===== src/rtl/core/music_sequence_event_parser_defines.svh =====
// Assertion macros shared by the RTL.
`ifndef MUSIC_SEQUENCE_EVENT_PARSER_DEFINES_SVH
`define MUSIC_SEQUENCE_EVENT_PARSER_DEFINES_SVH

`ifndef SYNTH

// Same-cycle implication, checked out of reset.
`define MSEP_ASSERT_NOW(name, clk, rst_n, ante, cons) \
  name: assert property (@(posedge clk) disable iff (!rst_n) (ante) |-> (cons)) \
    else $error("msep check failed");

// Next-cycle implication, checked out of reset.
`define MSEP_ASSERT_NEXT(name, clk, rst_n, ante, cons) \
  name: assert property (@(posedge clk) disable iff (!rst_n) (ante) |=> (cons)) \
    else $error("msep check failed");

`else

`define MSEP_ASSERT_NOW(name, clk, rst_n, ante, cons)
`define MSEP_ASSERT_NEXT(name, clk, rst_n, ante, cons)

`endif

`endif


===== src/rtl/core/msep_pkg.sv =====
`default_nettype none

package msep_pkg;

  localparam int DELAY_BITS_DEF = 28;
  localparam int DELAY_W        = 28;
  localparam int ADDR_W         = 20;
  localparam int CFG_W          = 20;

  // input word commands
  localparam logic [1:0] CMD_DATA = 2'd0;
  localparam logic [1:0] CMD_END  = 2'd1;
  localparam logic [1:0] CMD_NEW  = 2'd2;

  // result kinds
  localparam logic [1:0] KIND_CHAN   = 2'd0;
  localparam logic [1:0] KIND_END    = 2'd1;
  localparam logic [1:0] KIND_REWIND = 2'd2;

  // configuration register indexes
  localparam logic [1:0] REG_VERSION    = 2'd0;
  localparam logic [1:0] REG_LOOP_LIMIT = 2'd1;
  localparam logic [1:0] REG_SONG_START = 2'd2;

  // stream byte values
  localparam logic [7:0] BYTE_DELAY_CHAIN = 8'hF8;
  localparam logic [7:0] BYTE_LOOP_CMD    = 8'hFC;
  localparam logic [7:0] BYTE_LOOP_ARG    = 8'h80;
  localparam logic [7:0] BYTE_CTRL        = 8'hB0;
  localparam logic [7:0] BYTE_CC_LOOP     = 8'h6F;
  localparam logic [7:0] BYTE_CC_UNKNOWN  = 8'h6E;
  localparam logic [7:0] BYTE_VEL_OFF     = 8'h40;
  localparam logic [7:0] BYTE_VEL_ON      = 8'h7F;
  localparam logic [7:0] BYTE_META_EOT    = 8'h2F;
  localparam logic [7:0] BYTE_META        = 8'hFF;

  typedef struct packed {
    logic [1:0]         kind;
    logic [DELAY_W-1:0] delay;
    logic [7:0]         status;
    logic [7:0]         data1;
    logic [7:0]         data2;
    logic [ADDR_W-1:0]  rewind_address;
    logic               last;
  } result_t;

  typedef struct packed {
    logic vld;   // one or two results go into the queue
    logic two;   // two results
  } push_t;

  function automatic result_t mk_result(input logic [1:0] kind,
                                        input logic [DELAY_W-1:0] delay,
                                        input logic [7:0] status,
                                        input logic [7:0] data1,
                                        input logic [7:0] data2,
                                        input logic [ADDR_W-1:0] addr);
    result_t r;
    r.kind           = kind;
    r.delay          = delay;
    r.status         = status;
    r.data1          = data1;
    r.data2          = data2;
    r.rewind_address = addr;
    r.last           = 1'b0;
    return r;
  endfunction

endpackage

`default_nettype wire


===== src/rtl/core/msep_parser.sv =====
`default_nettype none

module msep_parser #(
  parameter int DELAY_BITS = msep_pkg::DELAY_BITS_DEF
) (
  input  wire logic                        clk,
  input  wire logic                        rst_n,
  input  wire logic                        cfg_wr_en,
  input  wire logic [1:0]                  cfg_index,
  input  wire logic [msep_pkg::CFG_W-1:0]  cfg_data,
  input  wire logic                        acc_i,
  input  wire logic [1:0]                  command_i,
  input  wire logic [7:0]                  data_byte_i,
  output msep_pkg::push_t                  push_o,
  output msep_pkg::result_t                res0_o,
  output msep_pkg::result_t                res1_o
);
  import msep_pkg::*;

  localparam logic [2:0] PH_DELAY = 3'd0;
  localparam logic [2:0] PH_CMD   = 3'd1;
  localparam logic [2:0] PH_OP1   = 3'd2;
  localparam logic [2:0] PH_OP2   = 3'd3;

  localparam logic [DELAY_BITS-1:0] DELAY_MAX = {DELAY_BITS{1'b1}};

  // configuration
  logic [1:0]        version_r;
  logic [15:0]       loop_limit_r;
  logic [ADDR_W-1:0] song_start_r;

  // parse state
  logic [2:0]            phase_r, phase_nxt;
  logic [DELAY_BITS-1:0] acc_r, acc_nxt;
  logic [7:0]            rc_r, rc_nxt;
  logic [7:0]            fo_r, fo_nxt;
  logic [15:0]           lc_r, lc_nxt;
  logic                  ended_r, ended_nxt;

  logic [DELAY_BITS:0]   sum;
  logic [DELAY_W-1:0]    acc_out;
  logic [15:0]           lc_inc;
  logic                  do_unknown;
  logic                  do_first;
  logic [7:0]            unk_cmd;
  logic [3:0]            hi_nib;
  result_t               r0, r1;
  push_t                 push;

  function automatic logic cmd_known(input logic [7:0] c);
    return (c[7:4] inside {4'h8, 4'h9, 4'hB, 4'hC, 4'hE}) || (c == BYTE_LOOP_CMD);
  endfunction

  always_ff @(posedge clk) begin
    if (!rst_n) begin
      version_r    <= 2'd1;
      loop_limit_r <= 16'd2;
      song_start_r <= '0;
    end else if (cfg_wr_en) begin
      case (cfg_index)
        REG_VERSION:    version_r    <= cfg_data[1:0];
        REG_LOOP_LIMIT: loop_limit_r <= cfg_data[15:0];
        REG_SONG_START: song_start_r <= cfg_data[ADDR_W-1:0];
        default: ;
      endcase
    end
  end

  assign sum     = {1'b0, acc_r} + (DELAY_BITS+1)'(data_byte_i);
  assign acc_out = DELAY_W'(acc_r);
  assign lc_inc  = lc_r + 16'd1;
  assign hi_nib  = rc_r[7:4];

  always_comb begin
    phase_nxt  = phase_r;
    acc_nxt    = acc_r;
    rc_nxt     = rc_r;
    fo_nxt     = fo_r;
    lc_nxt     = lc_r;
    ended_nxt  = ended_r;
    do_unknown = 1'b0;
    do_first   = 1'b0;
    unk_cmd    = rc_r;
    r0         = '0;
    r1         = '0;
    push       = '0;

    if (acc_i) begin
      if (command_i == CMD_NEW) begin
        phase_nxt = PH_DELAY;
        acc_nxt   = '0;
        rc_nxt    = '0;
        fo_nxt    = '0;
        lc_nxt    = '0;
        ended_nxt = 1'b0;
      end else if ((command_i == CMD_END) && !ended_r) begin
        r0        = mk_result(KIND_END, acc_out, BYTE_META, BYTE_META_EOT, 8'h00, '0);
        push.vld  = 1'b1;
        ended_nxt = 1'b1;
        phase_nxt = PH_DELAY;
        acc_nxt   = '0;
      end else if ((command_i == CMD_DATA) && !ended_r) begin
        case (phase_r)
          PH_DELAY: begin
            acc_nxt = sum[DELAY_BITS] ? DELAY_MAX : sum[DELAY_BITS-1:0];
            if (data_byte_i != BYTE_DELAY_CHAIN) begin
              phase_nxt = PH_CMD;
            end
          end
          PH_CMD: begin
            if (data_byte_i[7]) begin
              rc_nxt = data_byte_i;
              if (!cmd_known(data_byte_i)) begin
                do_unknown = 1'b1;
                unk_cmd    = data_byte_i;
              end else begin
                phase_nxt = PH_OP1;
              end
            end else if (!cmd_known(rc_r)) begin
              do_unknown = 1'b1;
            end else begin
              do_first = 1'b1;
            end
          end
          PH_OP1: do_first = 1'b1;
          PH_OP2: begin
            phase_nxt = PH_DELAY;
            r0        = mk_result(KIND_CHAN, acc_out, rc_r, fo_r, data_byte_i, '0);
            push.vld  = 1'b1;
            acc_nxt   = '0;
          end
          default: phase_nxt = PH_DELAY;
        endcase
      end
    end

    // unknown command: controller 6E, then end of track
    if (do_unknown) begin
      r0        = mk_result(KIND_CHAN, acc_out, BYTE_CTRL, BYTE_CC_UNKNOWN,
                            {1'b0, unk_cmd[6:0]}, '0);
      r1        = mk_result(KIND_END, '0, BYTE_META, BYTE_META_EOT, 8'h00, '0);
      push      = '{vld: 1'b1, two: 1'b1};
      ended_nxt = 1'b1;
      phase_nxt = PH_DELAY;
      acc_nxt   = '0;
    end

    // first operand of the running command
    if (do_first) begin
      if (rc_r == BYTE_LOOP_CMD) begin
        phase_nxt = PH_DELAY;
        push.vld  = 1'b1;
        if (data_byte_i != BYTE_LOOP_ARG) begin
          r0        = mk_result(KIND_END, acc_out, BYTE_META, BYTE_META_EOT, 8'h00, '0);
          ended_nxt = 1'b1;
          acc_nxt   = '0;
        end else begin
          lc_nxt = lc_inc;
          if (lc_inc[15:7] == '0) begin
            // loop marker, then rewind or end
            r0       = mk_result(KIND_CHAN, acc_out, BYTE_CTRL, BYTE_CC_LOOP,
                                 lc_inc[7:0], '0);
            push.two = 1'b1;
            acc_nxt  = '0;
            if (lc_inc < loop_limit_r) begin
              r1 = mk_result(KIND_REWIND, '0, 8'h00, 8'h00, 8'h00, song_start_r);
            end else begin
              r1        = mk_result(KIND_END, '0, BYTE_META, BYTE_META_EOT, 8'h00, '0);
              ended_nxt = 1'b1;
            end
          end else if (lc_inc < loop_limit_r) begin
            // rewind alone keeps the accumulated delay
            r0 = mk_result(KIND_REWIND, '0, 8'h00, 8'h00, 8'h00, song_start_r);
          end else begin
            r0        = mk_result(KIND_END, acc_out, BYTE_META, BYTE_META_EOT, 8'h00, '0);
            ended_nxt = 1'b1;
            acc_nxt   = '0;
          end
        end
      end else if ((hi_nib == 4'h8 || hi_nib == 4'h9) && version_r == 2'd2) begin
        phase_nxt = PH_DELAY;
        r0        = mk_result(KIND_CHAN, acc_out, rc_r, data_byte_i,
                              (hi_nib == 4'h8) ? BYTE_VEL_OFF : BYTE_VEL_ON, '0);
        push.vld  = 1'b1;
        acc_nxt   = '0;
      end else if (hi_nib == 4'hC) begin
        phase_nxt = PH_DELAY;
        r0        = mk_result(KIND_CHAN, acc_out, rc_r, data_byte_i, 8'h00, '0);
        push.vld  = 1'b1;
        acc_nxt   = '0;
      end else begin
        fo_nxt    = data_byte_i;
        phase_nxt = PH_OP2;
      end
    end

    r0.last = !push.two;
    r1.last = 1'b1;
  end

  always_ff @(posedge clk) begin
    if (!rst_n) begin
      phase_r <= PH_DELAY;
      acc_r   <= '0;
      rc_r    <= '0;
      fo_r    <= '0;
      lc_r    <= '0;
      ended_r <= 1'b0;
    end else begin
      phase_r <= phase_nxt;
      acc_r   <= acc_nxt;
      rc_r    <= rc_nxt;
      fo_r    <= fo_nxt;
      lc_r    <= lc_nxt;
      ended_r <= ended_nxt;
    end
  end

  assign push_o = push;
  assign res0_o = r0;
  assign res1_o = r1;

endmodule

`default_nettype wire


===== src/rtl/core/msep_outq.sv =====
`default_nettype none

module msep_outq (
  input  wire logic              clk,
  input  wire logic              rst_n,
  input  wire msep_pkg::push_t   push_i,
  input  wire msep_pkg::result_t res0_i,
  input  wire msep_pkg::result_t res1_i,
  output logic                   full_o,
  output logic                   out_valid_o,
  input  wire logic              out_stall_i,
  output msep_pkg::result_t      out_o
);
  import msep_pkg::*;

  // two slots, each holding the one or two results of one input word
  result_t    r0_q [2];
  result_t    r1_q [2];
  logic [1:0] two_q;

  logic       wr_ptr_r, rd_ptr_r, sub_r;
  logic [1:0] cnt_r;
  logic       pop, pop_slot;

  assign out_valid_o = (cnt_r != 2'd0);
  assign full_o      = (cnt_r == 2'd2);
  assign out_o       = sub_r ? r1_q[rd_ptr_r] : r0_q[rd_ptr_r];
  assign pop         = out_valid_o && !out_stall_i;
  assign pop_slot    = pop && (sub_r || !two_q[rd_ptr_r]);

  always_ff @(posedge clk) begin
    if (push_i.vld) begin
      r0_q[wr_ptr_r]  <= res0_i;
      r1_q[wr_ptr_r]  <= res1_i;
      two_q[wr_ptr_r] <= push_i.two;
    end
  end

  always_ff @(posedge clk) begin
    if (!rst_n) begin
      wr_ptr_r <= 1'b0;
      rd_ptr_r <= 1'b0;
      sub_r    <= 1'b0;
      cnt_r    <= 2'd0;
    end else begin
      if (push_i.vld) begin
        wr_ptr_r <= !wr_ptr_r;
      end
      if (pop_slot) begin
        rd_ptr_r <= !rd_ptr_r;
      end
      if (pop) begin
        sub_r <= !pop_slot;
      end
      cnt_r <= cnt_r + {1'b0, push_i.vld} - {1'b0, pop_slot};
    end
  end

endmodule

`default_nettype wire


===== src/rtl/core/music_sequence_event_parser.sv =====
`default_nettype none
// Channel   Direction  Handshake          Word
// in_       sink       in_valid/in_stall  command, data_byte
// out_      source     out_valid/out_stall kind, delay, status, data1, data2,
//                                          rewind_address, last
// cfg_      sink       cfg_wr_en          cfg_index, cfg_data
//
// One input word per cycle while in_stall is low; accepted results are registered in the result queue.
// A word yields zero, one or two results; a pair leaves as two separate output words.
// Reset: synchronous, active-low rst_n; clears parse state, config regs go to defaults.
// in_stall rises when the two-slot result queue is full: a held output, or a
// result pair followed at once by more results.

`include "music_sequence_event_parser_defines.svh"

module music_sequence_event_parser #(
  parameter int DELAY_BITS = msep_pkg::DELAY_BITS_DEF
) (
  input  wire logic                        clk,
  input  wire logic                        rst_n,
  // configuration
  input  wire logic                        cfg_wr_en,
  input  wire logic [1:0]                  cfg_index,
  input  wire logic [msep_pkg::CFG_W-1:0]  cfg_data,
  // input stream
  input  wire logic                        in_valid,
  output logic                             in_stall,
  input  wire logic [1:0]                  in_command,
  input  wire logic [7:0]                  in_data_byte,
  // result stream
  output logic                             out_valid,
  input  wire logic                        out_stall,
  output logic [1:0]                       out_kind,
  output logic [msep_pkg::DELAY_W-1:0]     out_delay,
  output logic [7:0]                       out_status,
  output logic [7:0]                       out_data1,
  output logic [7:0]                       out_data2,
  output logic [msep_pkg::ADDR_W-1:0]      out_rewind_address,
  output logic                             out_last
);
  import msep_pkg::*;

  logic    in_acc;
  push_t   push;
  result_t res0, res1, head;
  logic    q_full;

  assign in_stall = q_full;
  assign in_acc   = in_valid && !q_full;

  // parse state, config registers and result formation
  msep_parser #(
    .DELAY_BITS (DELAY_BITS)
  ) u_parser (
    .clk         (clk),
    .rst_n       (rst_n),
    .cfg_wr_en   (cfg_wr_en),
    .cfg_index   (cfg_index),
    .cfg_data    (cfg_data),
    .acc_i       (in_acc),
    .command_i   (in_command),
    .data_byte_i (in_data_byte),
    .push_o      (push),
    .res0_o      (res0),
    .res1_o      (res1)
  );

  // result queue; splits a result pair into two output words
  msep_outq u_outq (
    .clk         (clk),
    .rst_n       (rst_n),
    .push_i      (push),
    .res0_i      (res0),
    .res1_i      (res1),
    .full_o      (q_full),
    .out_valid_o (out_valid),
    .out_stall_i (out_stall),
    .out_o       (head)
  );

  assign out_kind           = head.kind;
  assign out_delay          = head.delay;
  assign out_status         = head.status;
  assign out_data1          = head.data1;
  assign out_data2          = head.data2;
  assign out_rewind_address = head.rewind_address;
  assign out_last           = head.last;

  // first word of a pair is always a controller event
  `MSEP_ASSERT_NOW(a_pair_head_chan, clk, rst_n, out_valid && !out_last, out_kind == KIND_CHAN)
  // end of track always closes the words of its input
  `MSEP_ASSERT_NOW(a_end_is_last, clk, rst_n, out_valid && out_kind == KIND_END, out_last)
  // rewind requests carry no delay
  `MSEP_ASSERT_NOW(a_rewind_nodelay, clk, rst_n, out_valid && out_kind == KIND_REWIND, out_delay == '0)
  // second word of a pair is waiting right after the first leaves
  `MSEP_ASSERT_NEXT(a_pair_tail, clk, rst_n, out_valid && !out_stall && !out_last, out_valid)

endmodule

`default_nettype wire

===== config.mk =====
export PLATFORM = sky130hd
export DESIGN_NAME = music_sequence_event_parser
export DESIGN_NICKNAME = d
export VERILOG_FILES = /design/src/rtl/core/msep_pkg.sv /design/src/rtl/core/msep_parser.sv /design/src/rtl/core/msep_outq.sv /design/src/rtl/core/music_sequence_event_parser.sv
export VERILOG_INCLUDE_DIRS = /design/src /design/src/rtl/core
export SDC_FILE = /design/constraint.sdc
export NUM_CORES = 1
export LEC_CHECK = 0
export ABC_AREA = 1
export ABC_CLOCK_PERIOD_IN_PS = 9100
export BUFFER_PORTS_ARGS = -buffer_cell sky130_fd_sc_hd__buf_2
export CAP_MARGIN = 40
export CORE_MARGIN = 5
export CORE_UTILIZATION = 39
export DETAILED_ROUTE_END_ITERATION = 6
export PLACE_DENSITY = 0.66
export SLEW_MARGIN = 30
export SYNTH_ARGS = -nofsm -noshare
export SYNTH_HDL_FRONTEND = slang
export SYNTH_HIERARCHICAL = 1
export SYNTH_SLANG_ARGS = --single-unit

===== constraint.sdc =====
create_clock -name clk -period 9.1 [get_ports clk]
set_clock_uncertainty 0.05 [all_clocks]
set_input_delay 0.91 -clock clk [delete_from_list [all_inputs] [get_ports clk]]
set_output_delay 0.91 -clock clk [all_outputs]
set_load 0.03 [all_outputs]

# After elaboration in Yosys (flattened, before gate mapping)
# Memory sizes are Yosys's and may differ from the RTL's. A register that Yosys moved wholly into a read port is not among the register bits.
# Index checks and enable logic that the tools add are counted.
dict set report classes {
  addsub 4
  magnitude_cmp 4
  n_eq_ne 28
  muxes 118
  reduce_logical 36
}
# cell n
set op_table {}
lappend op_table {{$mux W75} 18}
lappend op_table {{$mux W28} 13}
lappend op_table {{$mux W8} 11}
lappend op_table {{$mux W16} 5}
lappend op_table {{$mux W74} 1}
lappend op_table {{$mux W73} 1}
lappend op_table {{$pmux W28 S2} 1}
lappend op_table {{$mux W7} 7}
lappend op_table {{$mux W1} 42}
lappend op_table {{$eq A4 B4 Y1 const B} 10}
lappend op_table {{$mux W3} 11}
lappend op_table {{$add A28 B8 Y29} 1}
lappend op_table {{$add A16 B1 Y16 const B} 1}
lappend op_table {{$eq A8 B8 Y1 const B} 2}
lappend op_table {{$lt A16 B16 Y1} 1}
lappend op_table {{$ne A8 B8 Y1 const B} 2}
lappend op_table {{$reduce_bool A5 Y1} 3}
lappend op_table {{$ne A6 B1 Y1 const B} 2}
lappend op_table {{$logic_not A9 Y1} 1}
lappend op_table {{$pmux W3 S3} 1}
lappend op_table {{$eq A2 B2 Y1 const B} 4}
lappend op_table {{$logic_not A1 Y1} 8}
lappend op_table {{$reduce_bool A2 Y1} 4}
lappend op_table {{$logic_and A1 B1 Y1} 7}
lappend op_table {{22 further kinds} 33}
dict set report totals {
  reg_bits 109
  ramBits 298
  input_bits 37
  out_inout_bits 77
  elab_cells 206
  mem_count 2
}
# name depth word_bits read_ports rd_clocked_by_memory_dff write_ports line_no
set mem_list {}
lappend mem_list {u_outq.r0_q 2 75 1 1 1 msep_outq.sv:17} ;# result_t r0_q [2];
lappend mem_list {u_outq.r1_q 2 74 1 1 1 msep_outq.sv:18} ;# result_t r1_q [2];

# Logic depth before layout (Yosys ltp)
# Gate-level depths: netlist of the first run.
dict set report logic_depth {
  depth_word 17
  ltp_mapped 20
  depth_no_buf 19
}

# By module
# Netlist of the first run, hierarchy kept.
# module instances cells_per_inst area_each_um2 seq_area_each_um2
set by_module_without_submodules {}
lappend by_module_without_submodules {msep_outq 1 769 12066.6 9188.8}
lappend by_module_without_submodules {msep_parser 1 1395 8386.8 2021.9}
lappend by_module_without_submodules {music_sequence_event_parser 1 2 10.0 0.0}

# Worst setup path before layout of the first run
# No wires, ideal clock.
dict set report synth_path {
  path_type {input -> register}
  start {input port in_valid}
  end {memory u_outq/r0_q[0][0] in the netlist's numbering, enable pin}
  t_arrival_ns 8.251
  slack_ns 0.135
  cell_stages 9
  cell_sequence {inv_1 nor2_2 nand4_1 nand3b_2 nand2_2 nor2_1 o21ai_2 inv_1 nor2_1}
}
# item line_no
set synth_rtl {}
lappend synth_rtl {{start: declaration} music_sequence_event_parser.sv:26} ;# input wire logic in_valid,
lappend synth_rtl {{end: declaration} msep_outq.sv:17}

==> results of run 1 <==
cell usage after synthesis, types with 2 or more instances:
library cell	count	area share
nor3_1	10	0.0024
buf_2	25	0.0061
inv_6	2	0.00086
o21ai_0	200	0.049
dfxtp_1	107	0.10
inv_1	187	0.034
nand2_2	11	0.0034
ha_1	30	0.018
o21ai_2	6	0.0026
edfxtp_1	302	0.44
nand2_1	325	0.060
o22ai_1	38	0.012
o21bai_1	2	0.00073
clkbuf_1	53	0.0097
nand4_1	17	0.0052
buf_6	6	0.0033
xnor2_1	7	0.0030
clkinv_1	2	0.00037
xor2_1	6	0.0026
inv_2	12	0.0022
nand4_2	2	0.0012
conb_1	2	0.00037
buf_1	3	0.00055
o211ai_1	11	0.0040
nor2_4	64	0.035
o22ai_2	40	0.024
nand3_2	4	0.0020
o21ai_1	28	0.0068
buf_12	8	0.0078
a21o_1	2	0.00073
a21oi_1	151	0.037
nand3_1	137	0.034
buf_4	58	0.021
nor2_2	13	0.0040
nor2_1	281	0.052
layout make-up:
type | count | area [sq um]
Fill cell | 4854 | 29500
Sequential cell | 409 | 11200
Multi-Input combinational cell | 1439 | 7630
Clock buffer | 55 | 1120
Tap cell | 688 | 861
Timing Repair Buffer | 133 | 851
Inverter | 203 | 779
Clock inverter | 19 | 231
Antenna cell | 4 | 10.0
kinds of logic (layout without fill, tap and decap cells):
logic type               count (synthesis)  in the layout
XOR/XNOR                                13             13
adder cells (fa/ha/maj)                 31             31
flip-flops                             409            409
other                                    2             44
buffers and inverters                  356            410
AND/OR/NAND/NOR                        874            874
AO/OA/AOI/OAI                          481            481
per-layer routing:
layer	track usage	up-vias
met2	0.287	448
li1	-	7405
met4	0.0439	2
met1	0.262	7399
met3	0.0246	68
met5	0	-
worst max-delay path, stage by stage:
cell and delay [ps]:
buf_2 110, inv_1 50, nor2_2 340, inv_2 310
nor2_1 220, and2_2 210, nand3_1 420, o21ai_2 310
nand2_1 180, inv_6 580, buf_4 510, buf_12 290
power groups by stage:
stage | registers, mW | logic [mW] | clock network (mW)
after floorplan | 2.10 | 0.404 | 0
after global placement | 2.10 | 0.534 | 0
after detailed placement | 2.11 | 0.547 | 0
after CTS | 2.07 | 0.549 | 1.74
after global routing | 2.06 | 0.605 | 1.82
final | 2.06 | 0.555 | 1.70
flip-flops by register name, indices dropped and copies added, names as in the netlist, 2 cells and up, named ones only:
register,cells
u_parser/rc_r,8
u_parser/phase_r,2
u_parser/fo_r,8
u_parser/loop_limit_r,16
u_outq/r0_q,150
u_parser/version_r,2
u_outq/two_q,2
u_outq/r1_q,150
u_parser/acc_out,28
u_parser/song_start_r,20
u_parser/lc_r,16
u_outq/cnt_r,2
worst min path at each step:
stage                     cells past startpoint                  endpoint  slack (ps)
final                                         2     u_parser/version_r[1]         410
after global routing                          2  u_parser/loop_limit_r[4]         430
after CTS                                     2     u_parser/version_r[1]         410
after detailed placement                      2     u_parser/version_r[1]         400
after global placement                        2     u_parser/version_r[0]         390
after floorplan                               2     u_parser/version_r[0]         380
per-stage QoR:
step                setup WS [ps]  power [mW]  cells  area [sq um]  utilization
global route                 4380        4.48   2947         22700        0.434
finish                       4750        4.32   2950         22700        0.435
global placement             3840        2.64   2862         21100        0.405
detailed placement           4180        2.65   2869         21300        0.407
CTS                          4630        4.35   2943         22600        0.433
floorplan                     135        2.50   2204         20600            -
==> out/summary.txt, run 1 <==
Post-CTS Setup Inserts - 0
Row count - 84
Synth Instances - 2166
Required time of the critical path - 9260 ps
Crit-path max FO - 83
Clock sinks - 409
Via/cell ratio - 5.19
Setup crit start - in_valid
Tmin final - 4350 ps
Hold_sp - u_parser/version_r[1]
Cts repair resizes - 0
Initial antenna violation count - 6
Die area - 57200 sq um
Post-synthesis mux area share - 0
First-pass GRT wire length - 82.6 mm
I/O pins - 114
Internal power - 3.20 mW
Seq/Total Area, Yosys - 0.548
GR Overflow Total - 0
Synth Area in Adders - 0.0193
RSZ-0062 raised after global routing - no
Worst R2R Path Depth - 11
XOR/XNOR Fraction of Synth Area - 0.00556
Met3 wire len - 3.24 mm
Largest net degree at the start of global routing - 152
Logic pwr share - 0.129
Clock power frac - 0.394
LEAKAGE - 8.72 nW
Setup TNS - 0 ps
CP Class - in -> reg
Power per cell area - 190 nW/um^2
Slew HR - 0.393
TritonRoute pass-1 iters - 7
Routability cong. - 0.939
DRC - 0
Mapped cell area - 20500 sq um
Critical Path Source Type - primary input
Synth unique cells - 49
Flop-to-flop setup slack - 4790 ps
Total number of vias - 15300
Total Wirelength - 53.2 mm
Final nets - 2294
Clock Tree Buf Depth - 3
Met2 Routed Length - 24.7 mm
Fin. max-slew vios - 0
NetSw - 1.12 mW
Clock transition at path regs - 60 ps
Avg Inst Size Synth - 9.45 sq um
Drt initial violations - 1609
Peak Freq - 230 MHz
Crit. End Element - flop
Vias in the first global route - 14700
Largest family of logic cells by synthesized area - simple AND/OR/NAND/NOR gates
Flop pwr share - 0.477
# hold bufs at CTS - 0
Simple-gate share of the synthesized area - 0.203
Worst hold margin - 409 ps
Main synth FF type - edfxtp_1
CTS Buf Count - 40
Worst Tran Pin Value - 903 ps
Die width - 239 um
Net Sw Frac - 0.259
Commonest cells after routing, fill and taps aside - nand2_1 (325), edfxtp_1 (302), nor2_1 (280)
Final setup fails - 0
Final Hold Fails - 0
Max-cap violations - 0
Crit path DAT - 4520 ps
Root Buffer - clkbuf_16
GRT Overall Usage - 0.180
Post-DRT Antenna Nets - 0
I/O Buffers - 113
Core area - 52200 sq um
Status - complete, no violations
FFs w/ async S/R, synth - 0
DR top layer - met5
Reg-to-Reg Start - u_outq/cnt_r[0]
Final period util - 0.479
DR WL/cell - 18.0 um
Post-synth EDFFs - 302
DRT met1 WL - 24.2 mm
Worst Hold Class - reg -> reg
Area growth syn-to-layout - 10.9%
H-tree depth - 2
R2R Path End - u_outq/r1_q[1][15]
Worst-Skew Late Latency - 540 ps
Post-synthesis compound-gate area fraction - 0.138
CP Capture Point - u_outq/r1_q[1][15]
Post-DP HPWL - 35.8 mm
Warnings from Yosys - 6
Initial Util - 0.392
Die H - 239 um
VDD IR max - 0.120 mV
CTS tree - yes
Share of cells above drive strength 1 - 0.158
Flops & latches, synth - 409
Commonest non-fill, non-tap cell in the layout - nand2_1
Power figures use the tool's default switching activity.
==> run 2, diff against run 1 <==
--- a/config.mk
+++ b/config.mk
@@ -6,8 +6,8 @@
 export SDC_FILE = /design/constraint.sdc
 export NUM_CORES = 1
 export LEC_CHECK = 0
-export ABC_AREA = 1
-export ABC_CLOCK_PERIOD_IN_PS = 9100
+export ABC_AREA = 0
+export ABC_CLOCK_PERIOD_IN_PS = 3600
 export BUFFER_PORTS_ARGS = -buffer_cell sky130_fd_sc_hd__buf_2
 export CAP_MARGIN = 40
 export CORE_MARGIN = 5
==> constraint.sdc (replaced) <==
create_clock -name clk -period 3.6 [get_ports clk]
set_clock_uncertainty 0.05 [all_clocks]
set_input_delay 0.36 -clock clk [delete_from_list [all_inputs] [get_ports clk]]
set_output_delay 0.36 -clock clk [all_outputs]
set_load 0.03 [all_outputs]
==> out/summary.txt, run 2 <==
VDD IR max - 0.348 mV (+190%)
First-pass GRT wire length - 62.8 mm (-24%)
Peak Freq - 295 MHz
Routability cong. - 0.863 (-8.1%)
Worst hold margin - 28.1 ps (-381 ps)
# fillers - 4068 (-16%)
Hold endpoint - u_parser/song_start_r[19]
Dpl cell area - 19700 sq um (-7.4%)
Fin. max-slew vios - 0 (unchanged)
Worst Hold Class - in -> reg
Max-cap violations - 0 (unchanged)
Core area - 46600 sq um (-11%)
Critical Path Source Type - flop
Final nets - 1568 (-32%)
Slew HR - 0.438 (+0.0450)
Post-DRT Antenna Nets - 0 (unchanged)
Required time of the critical path - 3920 ps (-5340 ps)
Final Hold Fails - 0 (unchanged)
Flops & latches, synth - 409 (unchanged)
Total number of vias - 11300 (-26%)
Avg Inst Size Synth - 13.4 sq um (+42%)
I/O Buffers - 113 (unchanged)
DRC - 0 (unchanged)
Final total power - 10.0 mW (+130%)
RSZ-0062 raised after global routing - no
Seq/Total Area, Yosys - 0.610 (+0.0620)
FFs w/ async S/R, synth - 0 (unchanged)
Clock sinks - 409 (unchanged)
Worst Tran Pin Value - 844 ps (-59.5 ps)
Drt initial violations - 813 (-49%)
CTS tree - yes
Final period util - 0.941
Reg-to-Reg Start - u_parser/lc_r[1]
DR WL/cell - 18.9 um (+4.6%)
Main synth FF type - edfxtp_1
Post-layout util - 0.453 (+0.0187)
Total Wirelength - 40.4 mm (-24%)
GRT Overall Usage - 0.153 (-0.0265)
CP Class - reg -> reg
Largest net degree at the start of global routing - 81 (-47%)
Die area - 51600 sq um (-9.8%)
Post-synth EDFFs - 302 (unchanged)
CTS Buf Count - 42 (+5.0%)
Crit. End Element - flop
Tmin final - 3390 ps
Finished Cell Area - 21100 sq um (-7.0%)
Area growth syn-to-layout - 14.8%
Setup TNS - 0 ps (unchanged)
Worst R2R Path Depth - 13 (+2)
R2R Path End - u_outq/r0_q[1][32]
Commonest non-fill, non-tap cell in the layout - edfxtp_1
Post-CTS Setup Inserts - 0 (unchanged)
Post-DP HPWL - 27.2 mm (-24%)
Cell with the most instances after synthesis - edfxtp_1
Vias in the first global route - 11200 (-23%)
Flop-to-flop setup slack - 210 ps (-4580 ps)
Via/cell ratio - 5.27 (+1.5%)
Clock Tree Buf Depth - 3 (unchanged)
Share of cells above drive strength 1 - 0.221 (+0.0630)
LEAKAGE - 7.43 nW (-15%)
Die width - 227 um (-5.0%)
Row count - 79 (-6.0%)
Root Buffer - clkbuf_16
Commonest cells after routing, fill and taps aside - edfxtp_1 (302), nand2_1 (158), buf_2 (113)
Commonest cells in the netlist - edfxtp_1 (302), nand2_1 (160), dfxtp_1 (107)
Multi-input gate area - 6570 sq um (-14%)
Crit path DAT - 3710 ps (-810 ps)
Hold_sp - cfg_data[19]
H-tree depth - 2 (unchanged)
Worst-Skew Late Latency - 530 ps (about the same)
Status - complete, no violations
Initial Util - 0.395 (+0.00310)
Synth unique cells - 80 (+63%)
Reg area - 11200 sq um (about the same)
Power per cell area - 476 nW/um^2 (+150%)
Die H - 227 um (-5.0%)
Synth top area cells - edfxtp_1 (49%), dfxtp_1 (12%), mux4_2 (9.2%), nand2_1 (3.3%), and2_1 (2.8%)
Dominant cell type by area after synthesis - edfxtp_1
Hold Path Cell Cnt - 3 (+1)
GR Overflow Total - 0 (unchanged)
Clock transition at path regs - 60 ps (about the same)
Mapped cell area - 18400 sq um (-10%)
Warnings from Yosys - 6 (unchanged)
Final setup fails - 0 (unchanged)
I/O pins - 114 (unchanged)
Post-synth top area share - 0.493 (+0.0502)
Synth Instances - 1371 (-37%)
Crit-path max FO - 5 (-94%)
# hold bufs at CTS - 0 (unchanged)
Initial antenna violation count - 3 (-3)
TritonRoute pass-1 iters - 5 (-2)
[run 2: changes by cell type after synthesis, sizes merged, moves of 12 or more]
cell | before | now
nor2 | 358 | 55
inv | 201 | 29
a221o | 0 | 12
mux4 | 0 | 75
buf | 100 | 79
o21ai | 234 | 38
o22ai | 78 | 5
nand2 | 337 | 160
a21boi | 1 | 61
clkbuf | 53 | 35
a21oi | 151 | 45
nor2b | 0 | 12
and2 | 2 | 84
nand3 | 142 | 50
[run 2: logic make-up (layout without fill, tap and decap cells)]
group | count (synthesis) | count (layout) | synth area share
mux | 83 | 83 | 0.0963
flops | 409 | 409 | 0.610
buf+inv | 143 | 267 | 0.0449
xor+xnor | 22 | 22 | 0.0109
simple gates | 449 | 449 | 0.128
other cells | 2 | 42 | 0.000409
compound gates | 232 | 232 | 0.0886
fa+ha+maj | 31 | 31 | 0.0215
[run 2: worst max path at each step]
stage                                start  slack (ps)                  to
after floorplan            u_outq/cnt_r[1]       -1020   u_outq/r0_q[0][0]
after global placement    u_parser/lc_r[0]         130  u_outq/r1_q[1][32]
after detailed placement  u_parser/lc_r[0]          80  u_outq/r0_q[1][55]
after CTS                 u_parser/lc_r[0]          50  u_outq/r0_q[0][55]
after global routing      u_parser/lc_r[1]          20  u_outq/r0_q[1][64]
final                     u_parser/lc_r[1]         210  u_outq/r0_q[1][32]
[run 2: critical path, stage by stage (launching register included)]
cell and delay, ps:
dfxtp_1 400, ha_1 200, nand2_1 160, nor2_1 190, and4_1 220, xor2_1 90, ha_1 310, nand4_1 130
a2111o_1 400, nand3_1 120, buf_4 150, nor2_1 50, a21oi_1 500, a221o_1 260
[run 2: through the flow]
stage / std cells / setup WS [ps]
global route: 2142 / 24.9
floorplan: 1409 / -1020
detailed placement: 2063 / 75.2
global placement: 2062 / 131
finish: 2142 / 212
CTS: 2140 / 53.5
[run 2: timing repair]
item | 4_1_cts | 5_1_grt
hold endpoints to repair | 0 | 0
endpoints found under the setup margin | 0 | 122
resized for setup | 0 | 6
[run 2: power by group]
group | total, mW | internal (mW) | switching (mW)
Combinational | 0.614 | 0.217 | 0.397
Sequential | 5.16 | 5.12 | 0.0403
Clock | 4.28 | 2.56 | 1.72
[run 2: area by class of cell]
| class | count | share of cell area |
|---|---|---|
| well taps | 607 | 0.0360 |
| clock buffers | 63 | 0.0579 |
| flip-flops and latches | 409 | 0.532 |
| repair buffers | 161 | 0.0508 |
| inverters | 29 | 0.00516 |
| clock inverters | 14 | 0.00706 |
| diodes | 2 | 0.000237 |
| multi-input cells | 857 | 0.311 |
[run 2: per-layer routing]
metal,routed length (um),share of wire,vias to the layer above,track usage
li1,-,-,5315,-
met1,17000,0.42,5642,0.198
met2,20500,0.51,273,0.270
met3,2180,0.054,56,0.0270
met4,764,0.019,2,0.0407
met5,7,0.00017,-,0
==> run 3, diff against run 2 <==
--- a/config.mk
+++ b/config.mk
@@ -14,6 +14,7 @@
 export CORE_UTILIZATION = 39
 export DETAILED_ROUTE_END_ITERATION = 6
 export PLACE_DENSITY = 0.66
+export REMOVE_ABC_BUFFERS = 1
 export SLEW_MARGIN = 30
 export SYNTH_ARGS = -nofsm -noshare
 export SYNTH_HDL_FRONTEND = slang
==> out/summary.txt, run 3 (synthesized netlist as in run 2, its figures left out) <==
Required time of the critical path - 3840 ps (-80 ps)
Worst hold margin - 26.0 ps (-2.09 ps)
Crit-path max FO - 29 (+24)
Share of cells above drive strength 1 - 0.230 (+0.00884)
Initial antenna violation count - 2 (-1)
Final period util - 0.947 (+0.00581)
CTS Buf Count - 43 (+2.4%)
Buf/Inv on CP - 2 (+1)
H-tree depth - 2 (unchanged)
Crit path DAT - 3650 ps (-60 ps)
TritonRoute pass-1 iters - 5 (unchanged)
Dpl cell area - 19700 sq um (about the same)
Vias in the first global route - 11400 (+1.7%)
Final setup fails - 0 (unchanged)
Slowest stage delay, CP - 410 ps (-90 ps)
CP Class - reg -> reg
GR Overflow Total - 0 (unchanged)
Die H - 227 um (unchanged)
Max-cap violations - 0 (unchanged)
Commonest non-fill, non-tap cell in the layout - edfxtp_1
Finished Cell Area - 21200 sq um (+0.56%)
Tmin final - 3410 ps (+20.9 ps)
Worst-Skew Late Latency - 560 ps (+30 ps)
Power per cell area - 475 nW/um^2 (-0.24%)
Critical Path Source Type - flop
Clock sinks - 409 (unchanged)
Commonest cells after routing, fill and taps aside - edfxtp_1 (302), nand2_1 (159), buf_2 (113)
First-pass GRT wire length - 63.7 mm (+1.5%)
I/O Buffers - 113 (unchanged)
RSZ-0062 raised after global routing - no
# fillers - 4144 (+1.9%)
Final total power - 10.1 mW (+0.32%)
Via/cell ratio - 5.26 (-0.26%)
Core area - 46600 sq um (unchanged)
Status - complete, no violations
Largest net degree at the start of global routing - 81 (unchanged)
Total number of vias - 11300 (+0.39%)
DRC - 0 (unchanged)
Row count - 79 (unchanged)
Post-CTS Setup Inserts - 0 (unchanged)
Root Buffer - clkbuf_16
GRT Overall Usage - 0.157 (+0.00335)
Final Hold Fails - 0 (unchanged)
Slowest cell on the critical path - dfxtp_2
Fin. max-slew vios - 0 (unchanged)
Initial Util - 0.395 (unchanged)
Worst Hold Class - in -> reg
Drt initial violations - 783 (-3.7%)
Final nets - 1583 (+0.96%)
Cell Chain, Critical Path - nand4_4 > nor4_2 > xor2_2 > ha_1 > a21o_1 > a21o_1 > a21oi_1 > nand3_1 > buf_4 > a211oi_4 > a21oi_2 > buf_12 > and2_1
Die area - 51600 sq um (unchanged)
Clock Tree Buf Depth - 3 (unchanged)
LEAKAGE - 7.51 nW (+1.1%)
Crit. End Element - flop
Worst slack, placed - 57.6 ps (-17.7 ps)
CP dominant cell by count - a21o_1
Post-DP HPWL - 27.2 mm (-0.14%)
CTS tree - yes
Area growth syn-to-layout - 15.4%
Worst Tran Pin Value - 805 ps (-38.9 ps)
Post-layout util - 0.456 (+0.00255)
Total Wirelength - 40.5 mm (+0.25%)
Delay-heaviest family, CP - simple AND/OR/NAND/NOR gates
Worst setup margin - 191 ps (-20.9 ps)
Slew HR - 0.461 (+0.0236)
Peak Freq - 293 MHz (-0.61%)
VDD IR max - 0.390 mV (+12%)
DR WL/cell - 18.8 um (-0.40%)
I/O pins - 114 (unchanged)
Clock transition at path regs - 60 ps (about the same)
Routability cong. - 0.921 (+6.7%)
Die width - 227 um (unchanged)
Post-DRT Antenna Nets - 0 (unchanged)
run 3: cell count changes in the layout (fill, tap and decap cells not counted), moves of 2 or more:
| cell | change |
|---|---|
| clkbuf_8 | -4 |
| clkbuf_1 | -7 |
| dlygate4sd3_1 | +6 |
| clkinv_2 | +6 |
| inv_8 | +2 |
| clkinvlp_4 | +3 |
| dfxtp_2 | +2 |
| dfxtp_1 | -2 |
| buf_4 | +7 |
| buf_8 | +3 |
run 3: area by class of cell:
class | instances | area [sq um] | area share
sequential | 409 | 11200 | 0.529
clock buffer | 52 | 1140 | 0.0537
antenna | 1 | 2.50 | 0.000118
multi-input combinational | 857 | 6560 | 0.309
clock inverter | 26 | 233 | 0.0110
timing repair buffer | 175 | 1200 | 0.0564
tap | 607 | 759 | 0.0358
inverter | 29 | 109 | 0.00513
run 3: repair_timing:
action / 4_1_cts / 5_1_grt
hold buffers: 6 / 0
hold endpoints to repair: 6 / 0
resized for setup: 0 / 13
endpoints found under the setup margin: 0 / 126
run 3: stage by stage:
| step | setup TNS (ps) | std cells |
|---|---|---|
| after CTS | 0 | 2153 |
| final | 0 | 2156 |
| after global routing | 0 | 2155 |
| after detailed placement | 0 | 2069 |
| after floorplan | -1356360 | 1295 |
| after global placement | 0 | 2068 |
run 3: worst reg2reg max path, cell delays in order (launching register included):
cell      delay, ps
dfxtp_2         410
nand4_4         200
nor4_2          400
xor2_2          180
ha_1            260
a21o_1          160
a21o_1          170
a21oi_1         230
nand3_1         190
buf_4           190
a211oi_4        230
a21oi_2          70
buf_12          200
and2_1          200
run 3: where the power goes:
part	switching (mW)	leakage (nW)	internal, mW
logic	0.400	3.07	0.225
registers	0.0377	3.77	5.11
clock network	1.81	0.670	2.49
run 3: routing by layer:
| metal | share of wire | GRT usage |
|---|---|---|
| met5 | 0.00047 | 0 |
| met4 | 0.029 | 0.0540 |
| met3 | 0.050 | 0.0275 |
| met2 | 0.49 | 0.264 |
| met1 | 0.43 | 0.207 |
run 3: path summary, 6_finish.rpt:
path | startpoint | slack (ps) | to | cells after the start
worst max register to register | u_parser/lc_r[10] | 190 | u_outq/r0_q[1][62] | 13
worst min register to register | u_parser/loop_limit_r[12] | 420 | u_parser/loop_limit_r[12] | 2
worst max-delay path | u_parser/lc_r[10] | 190 | u_outq/r0_q[1][62] | 13
worst min-delay path | cfg_data[18] | 30 | u_parser/song_start_r[18] | 3
